File: src/growing_degree_day_accumulator_assert.svh
// Assertion macros for the growing degree day accumulator.
`ifndef GROWING_DEGREE_DAY_ACCUMULATOR_ASSERT_SVH
`define GROWING_DEGREE_DAY_ACCUMULATOR_ASSERT_SVH

`ifndef SYNTHESIS
// Checked only while out of reset.
`define GDDA_ASSERT(lbl, clk, rst_n, prop, msg) \
  lbl: assert property (@(posedge clk) disable iff (!rst_n) prop) else $error(msg);
// Checked on every edge, reset included.
`define GDDA_ASSERT_ALWAYS(lbl, clk, prop, msg) \
  lbl: assert property (@(posedge clk) prop) else $error(msg);
`else
`define GDDA_ASSERT(lbl, clk, rst_n, prop, msg)
`define GDDA_ASSERT_ALWAYS(lbl, clk, prop, msg)
`endif

`endif

File: src/gdda_pkg.sv
// Package with types and constants of the growing degree day accumulator.
`timescale 1ns / 1ps

package gdda_pkg;

  // Default widths of the temperature codes and the accumulator
  localparam int TEMP_WIDTH_DEF  = 16;
  localparam int ACCUM_WIDTH_DEF = 32;

  // Fixed field widths
  localparam int BASE_WIDTH = 16;
  localparam int FRAC_WIDTH = 16;
  localparam int OP_WIDTH   = 2;

  // Base temperature after reset, hundredths of a degree
  localparam logic signed [BASE_WIDTH-1:0] BASE_RESET = 16'sd1000;

  // Operation codes carried on in_tuser
  typedef enum logic [OP_WIDTH-1:0] {
    OP_SAMPLE   = 2'd0,
    OP_COMMIT   = 2'd1,
    OP_FRACTION = 2'd2,
    OP_CLEAR    = 2'd3
  } op_t;

endpackage

File: src/growing_degree_day_accumulator.sv
// Growing degree day accumulator: average method plus fractional samples.
`timescale 1ns / 1ps
`include "growing_degree_day_accumulator_assert.svh"

// Takes one transaction per clock while the result side is not stalled, and
// returns one result transaction for each: an accepted transaction is first
// loaded into the input register, then compare, multiply and saturating add
// run into the state registers, which also serve as the result register. While
// a result waits on out_tready, one more transaction can still be taken into
// the input register. The user must write base_temperature through
// cfg_wen/cfg_wdata only while no transaction is in flight; the block does not
// enforce this. base_temperature resets to 10.00 degrees.
module growing_degree_day_accumulator #(
  parameter int TEMP_WIDTH  = gdda_pkg::TEMP_WIDTH_DEF,
  parameter int ACCUM_WIDTH = gdda_pkg::ACCUM_WIDTH_DEF
) (
  input  logic                                            clk,
  input  logic                                            rst_n,
  // Configuration: base_temperature
  input  logic                                            cfg_wen,
  input  logic [gdda_pkg::BASE_WIDTH-1:0]                 cfg_wdata,
  // Input stream
  input  logic                                            in_tvalid,
  output logic                                            in_tready,
  // tdata: temperature, interval_fraction (low bit first), zero padded
  input  logic [((TEMP_WIDTH+gdda_pkg::FRAC_WIDTH+7)/8)*8-1:0] in_tdata,
  // tuser: operation
  input  logic [gdda_pkg::OP_WIDTH-1:0]                   in_tuser,
  // Result stream
  output logic                                            out_tvalid,
  input  logic                                            out_tready,
  // tdata: accumulated_degree_days, day_open (low bit first), zero padded
  output logic [((ACCUM_WIDTH+1+7)/8)*8-1:0]              out_tdata
);

  import gdda_pkg::*;

  localparam int EXT_W      = ((TEMP_WIDTH > BASE_WIDTH) ? TEMP_WIDTH : BASE_WIDTH) + 1;
  localparam int ADD_W      = EXT_W - 1;
  localparam int SUM_W      = ((ACCUM_WIDTH > ADD_W) ? ACCUM_WIDTH : ADD_W) + 1;
  localparam int OUT_DATA_W = ((ACCUM_WIDTH + 1 + 7) / 8) * 8;

  // Input register
  logic                         s1_valid_r;
  op_t                          s1_op_r;
  logic signed [TEMP_WIDTH-1:0] s1_temp_r;
  logic [FRAC_WIDTH-1:0]        s1_frac_r;

  // State / result registers
  logic [ACCUM_WIDTH-1:0]       acc_r, acc_nxt;
  logic signed [TEMP_WIDTH-1:0] day_max_r, day_max_nxt;
  logic signed [TEMP_WIDTH-1:0] day_min_r, day_min_nxt;
  logic                         day_valid_r, day_valid_nxt;
  logic                         out_valid_r;
  logic signed [BASE_WIDTH-1:0] base_r;

  logic                         adv;
  logic signed [TEMP_WIDTH:0]   mm_sum;
  logic signed [TEMP_WIDTH-1:0] half;
  logic signed [EXT_W-1:0]      base_ext;
  logic signed [EXT_W-1:0]      commit_diff;
  logic signed [EXT_W-1:0]      frac_diff;
  logic [ADD_W+FRAC_WIDTH-1:0]  frac_prod;
  logic [ADD_W-1:0]             addend;
  logic [SUM_W-1:0]             acc_sum;
  logic [ACCUM_WIDTH-1:0]       acc_added;

  // Handshake: the input register moves on when the result slot is free
  assign adv        = s1_valid_r && (!out_valid_r || out_tready);
  assign in_tready  = !s1_valid_r || adv;
  assign out_tvalid = out_valid_r;
  assign out_tdata  = {{(OUT_DATA_W-ACCUM_WIDTH-1){1'b0}}, day_valid_r, acc_r};

  // Input register
  always_ff @(posedge clk) begin
    if (!rst_n) begin
      s1_valid_r <= 1'b0;
    end else if (in_tready) begin
      s1_valid_r <= in_tvalid;
    end
  end

  always_ff @(posedge clk) begin
    if (in_tvalid && in_tready) begin
      s1_op_r   <= op_t'(in_tuser);
      s1_temp_r <= in_tdata[TEMP_WIDTH-1:0];
      s1_frac_r <= in_tdata[TEMP_WIDTH+FRAC_WIDTH-1:TEMP_WIDTH];
    end
  end

  // Base temperature register
  always_ff @(posedge clk) begin
    if (!rst_n) begin
      base_r <= BASE_RESET;
    end else if (cfg_wen) begin
      base_r <= cfg_wdata;
    end
  end

  // Day average (floor) and the differences against the base
  assign base_ext    = {{(EXT_W-BASE_WIDTH){base_r[BASE_WIDTH-1]}}, base_r};
  assign mm_sum      = {day_max_r[TEMP_WIDTH-1], day_max_r} +
                       {day_min_r[TEMP_WIDTH-1], day_min_r};
  assign half        = mm_sum[TEMP_WIDTH:1];
  assign commit_diff = {{(EXT_W-TEMP_WIDTH){half[TEMP_WIDTH-1]}}, half} - base_ext;
  assign frac_diff   = {{(EXT_W-TEMP_WIDTH){s1_temp_r[TEMP_WIDTH-1]}}, s1_temp_r} - base_ext;
  assign frac_prod   = frac_diff[ADD_W-1:0] * s1_frac_r;

  // Addend selection; only positive differences count
  always_comb begin
    addend = '0;
    case (s1_op_r)
      OP_COMMIT: begin
        if (day_valid_r && commit_diff > 0) addend = commit_diff[ADD_W-1:0];
      end
      OP_FRACTION: begin
        if (frac_diff > 0) addend = frac_prod[ADD_W+FRAC_WIDTH-1:FRAC_WIDTH];
      end
      default: addend = '0;
    endcase
  end

  // Saturating add
  assign acc_sum   = {{(SUM_W-ACCUM_WIDTH){1'b0}}, acc_r} + {{(SUM_W-ADD_W){1'b0}}, addend};
  assign acc_added = (acc_sum > {{(SUM_W-ACCUM_WIDTH){1'b0}}, {ACCUM_WIDTH{1'b1}}}) ?
                     {ACCUM_WIDTH{1'b1}} : acc_sum[ACCUM_WIDTH-1:0];

  // Next state per operation
  always_comb begin
    acc_nxt       = acc_r;
    day_max_nxt   = day_max_r;
    day_min_nxt   = day_min_r;
    day_valid_nxt = day_valid_r;
    case (s1_op_r)
      OP_SAMPLE: begin
        day_valid_nxt = 1'b1;
        if (!day_valid_r || s1_temp_r > day_max_r) day_max_nxt = s1_temp_r;
        if (!day_valid_r || s1_temp_r < day_min_r) day_min_nxt = s1_temp_r;
      end
      OP_COMMIT: begin
        if (day_valid_r) begin
          acc_nxt       = acc_added;
          day_valid_nxt = 1'b0;
          day_max_nxt   = {1'b1, {(TEMP_WIDTH-1){1'b0}}};
          day_min_nxt   = {1'b0, {(TEMP_WIDTH-1){1'b1}}};
        end
      end
      OP_FRACTION: begin
        acc_nxt = acc_added;
      end
      OP_CLEAR: begin
        acc_nxt       = '0;
        day_valid_nxt = 1'b0;
        day_max_nxt   = {1'b1, {(TEMP_WIDTH-1){1'b0}}};
        day_min_nxt   = {1'b0, {(TEMP_WIDTH-1){1'b1}}};
      end
      default: acc_nxt = acc_r;
    endcase
  end

  // State and result registers
  always_ff @(posedge clk) begin
    if (!rst_n) begin
      acc_r       <= '0;
      day_max_r   <= {1'b1, {(TEMP_WIDTH-1){1'b0}}};
      day_min_r   <= {1'b0, {(TEMP_WIDTH-1){1'b1}}};
      day_valid_r <= 1'b0;
      out_valid_r <= 1'b0;
    end else begin
      if (adv) begin
        acc_r       <= acc_nxt;
        day_max_r   <= day_max_nxt;
        day_min_r   <= day_min_nxt;
        day_valid_r <= day_valid_nxt;
        out_valid_r <= 1'b1;
      end else if (out_tready) begin
        out_valid_r <= 1'b0;
      end
    end
  end

  // Checks
  `GDDA_ASSERT(a_stall_blocks_input, clk, rst_n,
    s1_valid_r && out_valid_r && !out_tready |-> !in_tready, "input taken while stalled")
  `GDDA_ASSERT(a_acc_monotonic, clk, rst_n,
    adv && s1_op_r != OP_CLEAR |=> acc_r >= $past(acc_r), "accumulator decreased")
  `GDDA_ASSERT(a_clear_zeroes, clk, rst_n,
    adv && s1_op_r == OP_CLEAR |=> acc_r == '0 && !day_valid_r, "clear not applied")
  `GDDA_ASSERT(a_day_order, clk, rst_n,
    day_valid_r |-> day_max_r >= day_min_r, "day maximum below minimum")
  `GDDA_ASSERT_ALWAYS(a_reset_idle, clk,
    !rst_n |=> !out_valid_r && !s1_valid_r, "not idle after reset")

endmodule
File: config.mk
export PLATFORM = sky130hd
export DESIGN_NAME = growing_degree_day_accumulator
export DESIGN_NICKNAME = d
export VERILOG_FILES = /design/src/gdda_pkg.sv /design/src/growing_degree_day_accumulator.sv
export VERILOG_INCLUDE_DIRS = /design/src /design/src/src
export SDC_FILE = /design/constraint.sdc
export NUM_CORES = 1
export LEC_CHECK = 0
export BUFFER_PORTS_ARGS = -buffer_cell sky130_fd_sc_hd__buf_2
export CAP_MARGIN = 20
export CORE_ASPECT_RATIO = 1.75
export CORE_MARGIN = 2
export CORE_UTILIZATION = 35
export DETAILED_ROUTE_END_ITERATION = 8
export PLACE_DENSITY = 0.61
export RECOVER_POWER = 50
export SLEW_MARGIN = 20
export SYNTH_ARGS = -nofsm -noshare
export SYNTH_HDL_FRONTEND = slang
export SYNTH_SLANG_ARGS = --single-unit
File: constraint.sdc
create_clock -name clk -period 14.5 [get_ports clk]
set_input_delay 2.9 -clock clk [delete_from_list [all_inputs] [get_ports clk]]
set_output_delay 2.9 -clock clk [all_outputs]
set_load 0.02 [all_outputs]
# Yosys cells after proc, flatten, opt, wreduce, memory -nomap -nowiden
# Cells that the tools add are included.
# W data, S select, Z words.
# word_totals
reg_bits,117
inputBits,55
output_inout_bits,42
elab_cells,61
# op_classes
add_sub_neg,4
multipliers,1
order_cmp,5
n_eq_ne,6
muxes,15
n_reduce_logical,20
# ops
op,count
$mux W16,6
$pmux W16 S3,2
$pmux W32 S3,1
$mux W32,2
$gt A17 B1 Y1 const B,2
$sub A16 B16 Y17,2
$add A32 B16 Y33,1
$gt A33 B32 Y1 const B,1
$mul A16 B16 Y32,1
$pmux W16 S2,1
$add A16 B16 Y17,1
$gt A16 B16 Y1,1
$lt A16 B16 Y1,1
$reduce_and A4 Y1,2
$ne A2 B2 Y1 const B,3
$reduce_bool A3 Y1,2
$eq A2 B2 Y1 const B,2
$logic_or A1 B1 Y1,4
$reduce_bool A2 Y1,2
$logic_and A1 B1 Y1,3
$logic_not A1 Y1,3
$reduce_and A3 Y1,1
$eq A2 B1 Y1 const B,1
$logic_not A2 Y1,1
other kinds (4),5

# Longest topological paths before layout
# Gate-level depths: netlist of the first run.
# depth
word_depth,11
depth_mapped,45
depth_no_buf,42

# Worst setup path after synthesis of the first run
# OpenSTA, ideal clock, no wires.
# synth_timing
path_kind,flip-flop to flip-flop
startpoint,register s1_temp_r[0]
endpoint,register acc_r[20]
setup_ns,0.116
arrival_ns,9.883
t_required_ns,14.384
path_slack_ns,4.501
stages_incl_launch_ff,44
n_path_buf,3
period_less_slack_ns,9.999
cell_sequence,edfxtp_1 -> inv_1 -> ha_1 -> inv_1 -> fa_1 -> a21o_1 -> o2bb2ai_1 -> o211ai_1 -> a21oi_1 -> o41a_1 -> or2_2 -> clkbuf_1 -> and2_1 -> clkbuf_1 -> nand2_1 -> fa_1 -> fa_1 -> inv_1 -> (+8 left out) -> o211ai_1 -> a31o_2 -> a21o_1 -> a41oi_1 -> o21bai_1 -> a21oi_1 -> xnor2_1 -> a22o_1 -> ha_1 -> a21o_1 -> a21o_1 -> a21oi_1 -> a2bb2oi_1 -> o211ai_1 -> and2_1 -> clkbuf_1 -> a41o_1 -> o211a_1
# synth_via
elab_chain_len,9
word_cells_on_any_way,10
cone_classes,2 x add/sub; 1 x mul; 2 x order compare; 5 x mux
# synth_rtl
item,line_no,source
"start, declared",growing_degree_day_accumulator.sv:46,logic signed [TEMP_WIDTH-1:0] s1_temp_r;
"start signal, assigned",growing_degree_day_accumulator.sv:86,s1_temp_r <= in_tdata[TEMP_WIDTH-1:0];
$sub A16 B16 Y17 *,growing_degree_day_accumulator.sv:106,"assign frac_diff = {{(EXT_W-TEMP_WIDTH){s1_temp_r[TEMP_WIDTH-1]}}, s1_temp_r} - base_ext;"
$mul A16 B16 Y32 / $gt A17 B1 Y1 (equally long branches),"growing_degree_day_accumulator.sv:107, growing_degree_day_accumulator.sv:117",
$mux W16 *,growing_degree_day_accumulator.sv:117,if (frac_diff > 0) addend = frac_prod[ADD_W+FRAC_WIDTH-1:FRAC_WIDTH];
$pmux W16 S2 *,growing_degree_day_accumulator.sv:112,case (s1_op_r)
$add A32 B16 Y33 *,growing_degree_day_accumulator.sv:124,"assign acc_sum = {{(SUM_W-ACCUM_WIDTH){1'b0}}, acc_r} + {{(SUM_W-ADD_W){1'b0}}, addend};"
$gt A33 B32 Y1,growing_degree_day_accumulator.sv:125,"assign acc_added = (acc_sum > {{(SUM_W-ACCUM_WIDTH){1'b0}}, {ACCUM_WIDTH{1'b1}}}) ?"
$mux W32 *,growing_degree_day_accumulator.sv:125,
$mux W32,growing_degree_day_accumulator.sv:141,if (day_valid_r) begin
$pmux W32 S3 *,growing_degree_day_accumulator.sv:134,case (s1_op_r)
"end signal, assigned",growing_degree_day_accumulator.sv:171,acc_r <= acc_nxt;
"end, declared",growing_degree_day_accumulator.sv:50,"logic [ACCUM_WIDTH-1:0] acc_r, acc_nxt;"
# Every way passes the cells marked *; elsewhere a longest branch is shown, timed or not. The select of a mux whose other input is x is not followed.
# A chain may end at the register's enable or synchronous reset.

# Worst setup path in the final report of the first run
# layout_timing
startpoint,register s1_temp_r[0]
endpoint,register acc_r[18]
# The elaborated chain is that of the path after synthesis.

==> results.md, run 1 <==
- Summing the areas of all fa, ha and maj instances in the mapped netlist gives 39.5% of the synthesized area.
- In this design, the stage delay of the slowest critical-path cell is about 0.65 ns.
- In this run the remaining antenna-violating nets after routing total 0.
- The buffers plus inverters on the worst setup path is 6.
- Synthesis handed over a netlist of 1,858 instances.
- The compound-gate portion of the synthesized area is between 10% and 20%.
- After synthesis, the largest family of logic cells by area is adder cells.
- STA classifies the critical path startpoint as a register.
- In this run the clock root is driven by a sky130_fd_sc_hd__clkbuf_16.
- The accumulated negative setup slack is 0 ns.
- After synthesis, the cell types taking the most area are sky130_fd_sc_hd__fa_1 (24%), sky130_fd_sc_hd__ha_1 (15%), sky130_fd_sc_hd__dfxtp_1 (10%).
- The die is roughly 290 microns tall.
- Global routing used 20.5% of the available tracks.
- The first TritonRoute pass finished after 7 iterations.
- The flip-flop and latch area is roughly 2700 sq um.
- The slew at the pin closest to its max-slew limit is 3.19 ns.
- The most common cell in the synthesized netlist is sky130_fd_sc_hd__inv_1.
- The total half-perimeter wirelength after legalization and detailed placement is 39,100 microns.
- The number of placed instances, taps included, is approximately 2,500.
- The TritonCTS clock tree is built.
- Of all cell types, the one taking the most synthesized area is sky130_fd_sc_hd__fa_1.
- The detailed router's first-iteration violation count is 676.
- From synthesis to final layout, the design area changed by 9.94%.
- The worst path setup slack after routing is 3.35 ns.
- The placement row count is between 100 and 150.
- The synthesized netlist devotes 18.5% of its cell area to simple gates.
- The total of cells resized after clock tree synthesis is 0.
- The post-synthesis cell area is around 16,000 sq um.
- Before CTS, the worst setup slack after placement is roughly 3.5 ns.
- The run finished, with violations left.
- Max-cap violations in this run came to 1.
- The worst-case clock buffer depth is 2.
- The post-synthesis mux area share is ~1.7%.
- After clock tree synthesis, the setup repair step added 0 buffers.
- The total area of multi-input combinational cells is around 12,000 sq um.
- By count the netlist is led by sky130_fd_sc_hd__inv_1 (298), sky130_fd_sc_hd__nand2_1 (212), sky130_fd_sc_hd__ha_1 (201).
- The final wirelength is a little under 50,000 microns.
- 0 antenna diodes ended up in the layout.
- between 90 and 100 I/O pins were placed.
- Summed over all nets, wire length on met3 after detailed routing comes to 1700 microns.
- The floorplan step defined a die boundary enclosing just under 50,000 sq um.
- Cells with a size suffix above 1 make up ~7.6% of the layout.
- The via count of the first global-routing pass is around 15,000.
- In this run the horizontal extent of the chip is roughly 170 microns.
- The cell type group with the largest total delay on the critical path is adder cells.
- The initial antenna violation count was 0.
- After the flow finishes, the layout carries non-filler instances totaling 2,513.
- Yosys printed 0 warnings.
- After synthesis, the largest area contributor takes up about 24% of total cell area.
- For the worst-skew pair, the clock arrives at the later sink with an insertion delay of around 0.44 ns.
- The highest signal layer in the routed design is met4.
- The final critical-path share of the clock period is between 70% and 80%.
- Detailed routing inserted a total of about 14,000 vias.
- The H-tree was split into 4 levels.
- The post-route met1 wirelength is between 15,000 and 20,000 microns.
- The sort of element at the end of the critical path is a register.
- The cell with the largest stage delay on the worst path is sky130_fd_sc_hd__nand4_1.
- The number of distinct library cells after synthesis is between 70 and 80.
- After clock tree synthesis, the clock-pin slew on the worst setup and hold paths is approximately 0.060 ns.
- In the routed layout, each cell is associated on average with a via count of approximately 5.4.
- In this run, synthesis inferred 34 flip-flops with an integrated enable.
- The number of buffers inserted by hold repair at cts is 0.
- The final net count is ~2,400.
- The average instance area after synthesis is about 8.8 sq um.
- The routability congestion estimate from global placement is a little over 0.9.
- Wire segments on met2 add up to ~27,000 microns in the final route.
- Of all nets on the critical path, the largest fanout is 17.
- The final-report setup violation count is 0.
- The flop and latch count out of synthesis is roughly 120.
- After layout, the minimum clock period comes to around 11 ns.
- In this design, the critical path's most frequently occurring cell is sky130_fd_sc_hd__fa_1.
- The floorplan core area is 46,100 sq um.
- STA puts the critical path data required time at 14.82 ns.
- The filler cells instantiated in the layout total ~4,700.
- The worst hold margin is around 0.47 ns.
- The initial core utilization is a little over a third.
- For the final database, setup skew stands at about 0.011 ns.
- In this run the worst hold path is classified as register to register.
- The xor and xnor fraction of the mapped netlist area is 3.27%.
- In this run, CTS created clock tree buffers numbering 17.
- The number of pins with negative max-slew slack in the final report is 76.
- Counting every sink on the clock net gives ~120.
- For this run, asynchronously set or reset flops after synthesis account for 0%.
- The final count of hold timing violations came to 0.
- Entering global routing, the biggest net connects between 70 and 80 pins.
- Headroom to the max-slew limit came out at -113%.
- Based on the critical path, the design can be clocked at up to 89.7 MHz.
- The average detailed-routed wire length per instance is about 19 microns.
- The class of the most critical setup path is register to register.
- The worst-case register-to-register setup slack is around 3.3 ns.
- The sequential area share after synthesis is between 10% and 20%.
- In the synthesized netlist the dominant register cell turns out to be sky130_fd_sc_hd__dfxtp_1.
- Setup repair after global routing left no endpoint under its margin.
- The checks that failed: DRC, capacitance limit, slew limit.
- In the routed design, unresolved DRC markers number 1.
- The global-route wire length before repair is 77,500 microns.
- The remaining global-route overflow is 0.
- The critical path data arrival time is 11.47 ns.
- Input and output buffers added on the ports amount to between 80 and 90.
## cell families after synthesis
group | Yosys count
and+or+nand+nor | 595
adders and majority gates | 398
buffers and inverters | 373
AOI/OAI and AO/OA | 285
DFF | 117
xor gates and xnor gates | 61
muxes | 28
other | 1
## routing by layer
layer	track usage, %	vias to the layer above
met2	40.0	429
met1	19.1	6745
li1	-	6274
met3	2.39	189
met5	0	-
met4	15.8	0
## final timing paths
kind / from / endpoint / cells past startpoint
setup / recovery: s1_temp_r[0]$_DFFE_PP_ / acc_r[18]$_SDFFE_PN0P_ / 39
hold / removal: acc_r[6]$_SDFFE_PN0P_ / acc_r[6]$_SDFFE_PN0P_ / 2
setup reg to reg: s1_temp_r[0]$_DFFE_PP_ / acc_r[18]$_SDFFE_PN0P_ / 39
hold reg to reg: acc_r[6]$_SDFFE_PN0P_ / acc_r[6]$_SDFFE_PN0P_ / 2
## sequential cells by signal, indices dropped and copies added (netlist names)
| signal | cells |
|---|---|
| day_min_r | 16 |
| s1_temp_r | 16 |
| base_r | 16 |
| day_max_r | 16 |
| s1_valid_r | 1 |
| day_valid_r | 1 |
| s1_op_r | 2 |
| out_tvalid | 1 |
| s1_frac_r | 16 |
| acc_r | 32 |
## tightest hold or removal path: stages, from the launching register on
cell and delay [ns]:
sky130_fd_sc_hd__dfxtp_1 0.33, sky130_fd_sc_hd__nand2_1 0.06, sky130_fd_sc_hd__nand2_1 0.04
## per-stage QoR
stage          util, %  area, sq um
2_1_floorplan        -        16400
3_3_place_gp      37.9        17500
3_5_place_dp      37.9        17500
4_1_cts           39.1        18000
5_1_grt           39.1        18000
6_report          39.1        18000
## layout make-up
type,instances,area share [%]
multi-input cells,1374,68.5
flip-flops and latches,117,14.9
inverters,298,6.22
well taps,583,4.06
repair buffers,110,3.16
clock buffers,25,2.92
clock inverters,6,0.230
## cell usage in the layout (no fill, tap or decap), types with 8 or more instances in the layout
cell                          n
sky130_fd_sc_hd__inv_1      298
sky130_fd_sc_hd__nand2_1    212
sky130_fd_sc_hd__ha_1       201
sky130_fd_sc_hd__fa_1       197
sky130_fd_sc_hd__and2_1     101
sky130_fd_sc_hd__dfxtp_1     83
sky130_fd_sc_hd__a21oi_1     65
sky130_fd_sc_hd__buf_2       64
sky130_fd_sc_hd__nor2_1      60
sky130_fd_sc_hd__o21ai_0     58
sky130_fd_sc_hd__xnor2_1     41
sky130_fd_sc_hd__nor2b_1     34
sky130_fd_sc_hd__edfxtp_1    34
sky130_fd_sc_hd__nor3_1      33
sky130_fd_sc_hd__nand3_1     32
sky130_fd_sc_hd__and3_1      29
sky130_fd_sc_hd__mux2i_1     27
sky130_fd_sc_hd__clkbuf_1    27
sky130_fd_sc_hd__a21o_1      26
sky130_fd_sc_hd__buf_4       20
sky130_fd_sc_hd__nand2b_1    18
sky130_fd_sc_hd__nor4_1      18
sky130_fd_sc_hd__o211ai_1    18
sky130_fd_sc_hd__clkbuf_16   17
sky130_fd_sc_hd__o21a_1      15
sky130_fd_sc_hd__nand4_1     15
sky130_fd_sc_hd__xor2_1      14
sky130_fd_sc_hd__a31oi_1     13
sky130_fd_sc_hd__a22o_1      13
sky130_fd_sc_hd__a211oi_1    12
sky130_fd_sc_hd__or2_2        9
sky130_fd_sc_hd__or3_1        8
Power of run 1 is left out: the tool's default activity adds up to more than one toggle a clock period on the data nets, which glitch-free logic cannot reach.
==> inputs of run 2 (changes only) <==
- PLACE_DENSITY: 0.61 -> 0.63
- clock period: 14.5 -> 9.31 ns (I/O delays scaled with it)
==> run 2 against run 1 <==
  * Via count grew 4.9%
  * The flow finishes with violations (DRC, capacitance limit, slew limit, setup timing)
  * Critical path type unchanged
  * Largest cell class unchanged
  * Critical endpoint is now acc_r[28]$_SDFFE_PN0P_
  * Register-to-register slack lost 3.6 ns
  * Clock skew grew 0.0067 ns
  * Wire length grew 4.0%
==> results.md, run 2 (same netlist as run 1, synthesis figures left out) <==
- The flow ran to the end, but the final reports show violations.
- The final reports fail on DRC, capacitance limit, slew limit, setup timing.
- The biggest cell delay along the critical path is between 0.6 and 0.7 ns.
- The sort of element at the end of the critical path is a register.
- The critical path runs through a total of 41 cells.
- The clock passes through at most 2 buffers.
- For this configuration, the core starts out at a cell density of a little over a third.
- Entering global routing, the biggest net connects 75 pins.
- The buffers plus inverters on the worst setup path is 8.
- The post-layout minimum cycle time is about 9.5 ns.
- The required time of the critical path is 9.71 ns.
- The die covers roughly 49,000 sq um.
- The first detailed-routing pass took 7 iterations.
- After detailed routing, the number of remaining DRC violations is 2.
- The via count of the first global-routing pass was between 15,000 and 20,000.
- The number of top-level design ports is 97.
- The cell with the most instances on the worst path is sky130_fd_sc_hd__fa_2.
- For this block, the initial DRC count from the detailed router was about 600.
- The TritonCTS clock tree is built.
- The flip-flop and latch area is between 2000 and 3000 sq um.
- The first global-routing pass estimated between 80,000 and 90,000 microns of wire.
- The highest achievable clock rate is 105 MHz.
- The worst reg2reg path depth is around 40.
- The flip-flop count of the largest register after layout is 32.
- The final critical-path share of the clock period is 103%.
- The final count of hold timing violations came to 0.
- The routed design has between 50,000 and 60,000 microns of wire.
- At the pin with the least slew margin, the transition time is roughly 2.7 ns.
- The congestion estimate from routability-driven global placement came to around 0.9.
- Setup violations remaining at the end of the flow were counted as 32.
- The cell with the largest stage delay on the worst path is sky130_fd_sc_hd__fa_2.
- After layout, the worst setup slack is -0.238 ns.
- The worst setup skew after layout is about 0.018 ns.
- Measured against its own limit, the worst slew margin works out to -81.2%.
- Of all nets on the critical path, the largest fanout is 7.
- The total routing resource utilization after global routing is between 20% and 30%.
- The share of layout cells above drive strength 1 is between 15 and 20%.
- The worst hold path class is register to register.
- Summed over all layers, the global routing overflow is 0.
- The commonest non-fill, non-tap cell in the layout is sky130_fd_sc_hd__inv_1.
- From synthesis to final layout, the design area changed by 21.1%.
- The number of pins with negative max-slew slack in the final report is 35.
- The cell type group with the largest total delay on the critical path is adder cells.
- Ranked by flip-flop count, first place goes to acc_r.
- Dividing the detail-routed via count by the number of cells gives approximately 5.3.
- The later pin in the worst-skew pair is clocked with a latency of between 0.4 and 0.5 ns.
- The placement row count is between 100 and 150.
- The floorplan step defined a core boundary enclosing roughly 46,000 sq um.
- The class of the most critical setup path is register to register.
- The H-tree depth reported by CTS is 4.
- The initial antenna violation count is 0.
- Once detailed placement completed, the half-perimeter wirelength came to between 40,000 and 50,000 microns.
- The accumulated negative setup slack is -5.55 ns.
- The total number of vias is about 14,000.
- Setup repair after global routing could not meet its margin everywhere.
- The tree built by TritonCTS fans out to around 120 sinks.
- Dividing the detail-routed wire length by the instance count gives approximately 19 microns.
- The filler cells instantiated in the layout total between 4,000 and 5,000.
- Buffers placed on the I/O ports in this run total 89.
- The number of buffers inserted by hold repair at cts is 0.
- The number of clock buffers added by TritonCTS is 17.
- The worst hold margin is 0.478 ns.
- The total area of multi-input combinational cells is about 13,000 sq um.
- For flop-to-flop paths, the worst setup slack is -0.24 ns.
- The worst hold path passes through 2 cells.
- The startpoint type of the worst setup path is a register.
- Data arrives at the worst endpoint at roughly 10 ns.
- The chip height is between 200 and 300 microns.
- The diode insertion count for antenna repair is 0.
- The clock-pin slew on the worst setup and hold paths is ~0.070 ns.
- The x dimension of the die is ~170 microns.
- The count of antenna-violating nets left after detailed routing is 0.
- Leaving out fill and tap cells, the most frequent cells in the layout are sky130_fd_sc_hd__inv_1 (287), sky130_fd_sc_hd__nand2_1 (206), sky130_fd_sc_hd__fa_1 (189), sky130_fd_sc_hd__ha_1 (189), sky130_fd_sc_hd__buf_4 (169).
- The tree is rooted in a sky130_fd_sc_hd__clkbuf_16.
- In the final design database the tool counted 2,535 nets.
- Max-cap violations in this run came to 1.
## run 2: cell count changes in the layout (fill, tap and decap cells not counted), sizes merged
cell	delta
and2	+1
buf	+164
bufbuf	+1
bufinv	+2
clkbuf	-9
clkinv	+3
clkinvlp	+2
inv	+1
## run 2: tightest hold or removal path: cells and delay by family, from the launching register on
family / cells / cell delay, ns
flops: 1 / 0.33
simple gates: 2 / 0.10
## run 2: final cells by class
class / instances / area share, %
Tap cell: 583 / 3.68
Clock buffer: 18 / 2.17
Clock inverter: 14 / 0.764
Timing Repair Buffer: 273 / 9.64
Sequential cell: 117 / 13.5
Multi-Input combinational cell: 1375 / 64.6
Inverter: 298 / 5.65
## run 2: path summary, 6_finish.rpt
kind                                from                endpoint
setup / recovery  s1_temp_r[0]$_DFFE_PP_  acc_r[28]$_SDFFE_PN0P_
hold / removal     acc_r[0]$_SDFFE_PN0P_   acc_r[0]$_SDFFE_PN0P_
setup reg to reg  s1_temp_r[0]$_DFFE_PP_  acc_r[28]$_SDFFE_PN0P_
hold reg to reg    acc_r[0]$_SDFFE_PN0P_   acc_r[0]$_SDFFE_PN0P_
## run 2: timing repair
| action | CTS | global route |
|---|---|---|
| gates cloned | 3 | 0 |
| endpoints found under the setup margin | 32 | 32 |
| gates resized for setup | 73 | 26 |
| pin swaps | 95 | 34 |
| setup buffers | 15 | 5 |
## run 2: through the flow
| step | setup slack (ns) | utilization, % | instances | cell area [sq um] |
|---|---|---|---|---|
| 2_1_floorplan | -0.0116 | - | 1864 | 16500 |
| 3_3_place_gp | -0.406 | 40.4 | 2623 | 18600 |
| 3_5_place_dp | -0.545 | 40.5 | 2624 | 18600 |
| 4_1_cts | -0.215 | 42.7 | 2673 | 19700 |
| 5_1_grt | -0.609 | 43.0 | 2678 | 19800 |
| 6_report | -0.238 | 43.0 | 2678 | 19800 |
## run 2: routing by layer
metal | vias to the layer above | global-route usage (%) | wire length (microns)
li1 | 6601 | - | -
met1 | 7065 | 20.1 | 16800
met2 | 431 | 42.3 | 27900
met3 | 208 | 2.71 | 1710
met4 | 0 | 16.4 | 4230
met5 | - | 0 | 0
Power of run 2 is left out for the same reason.
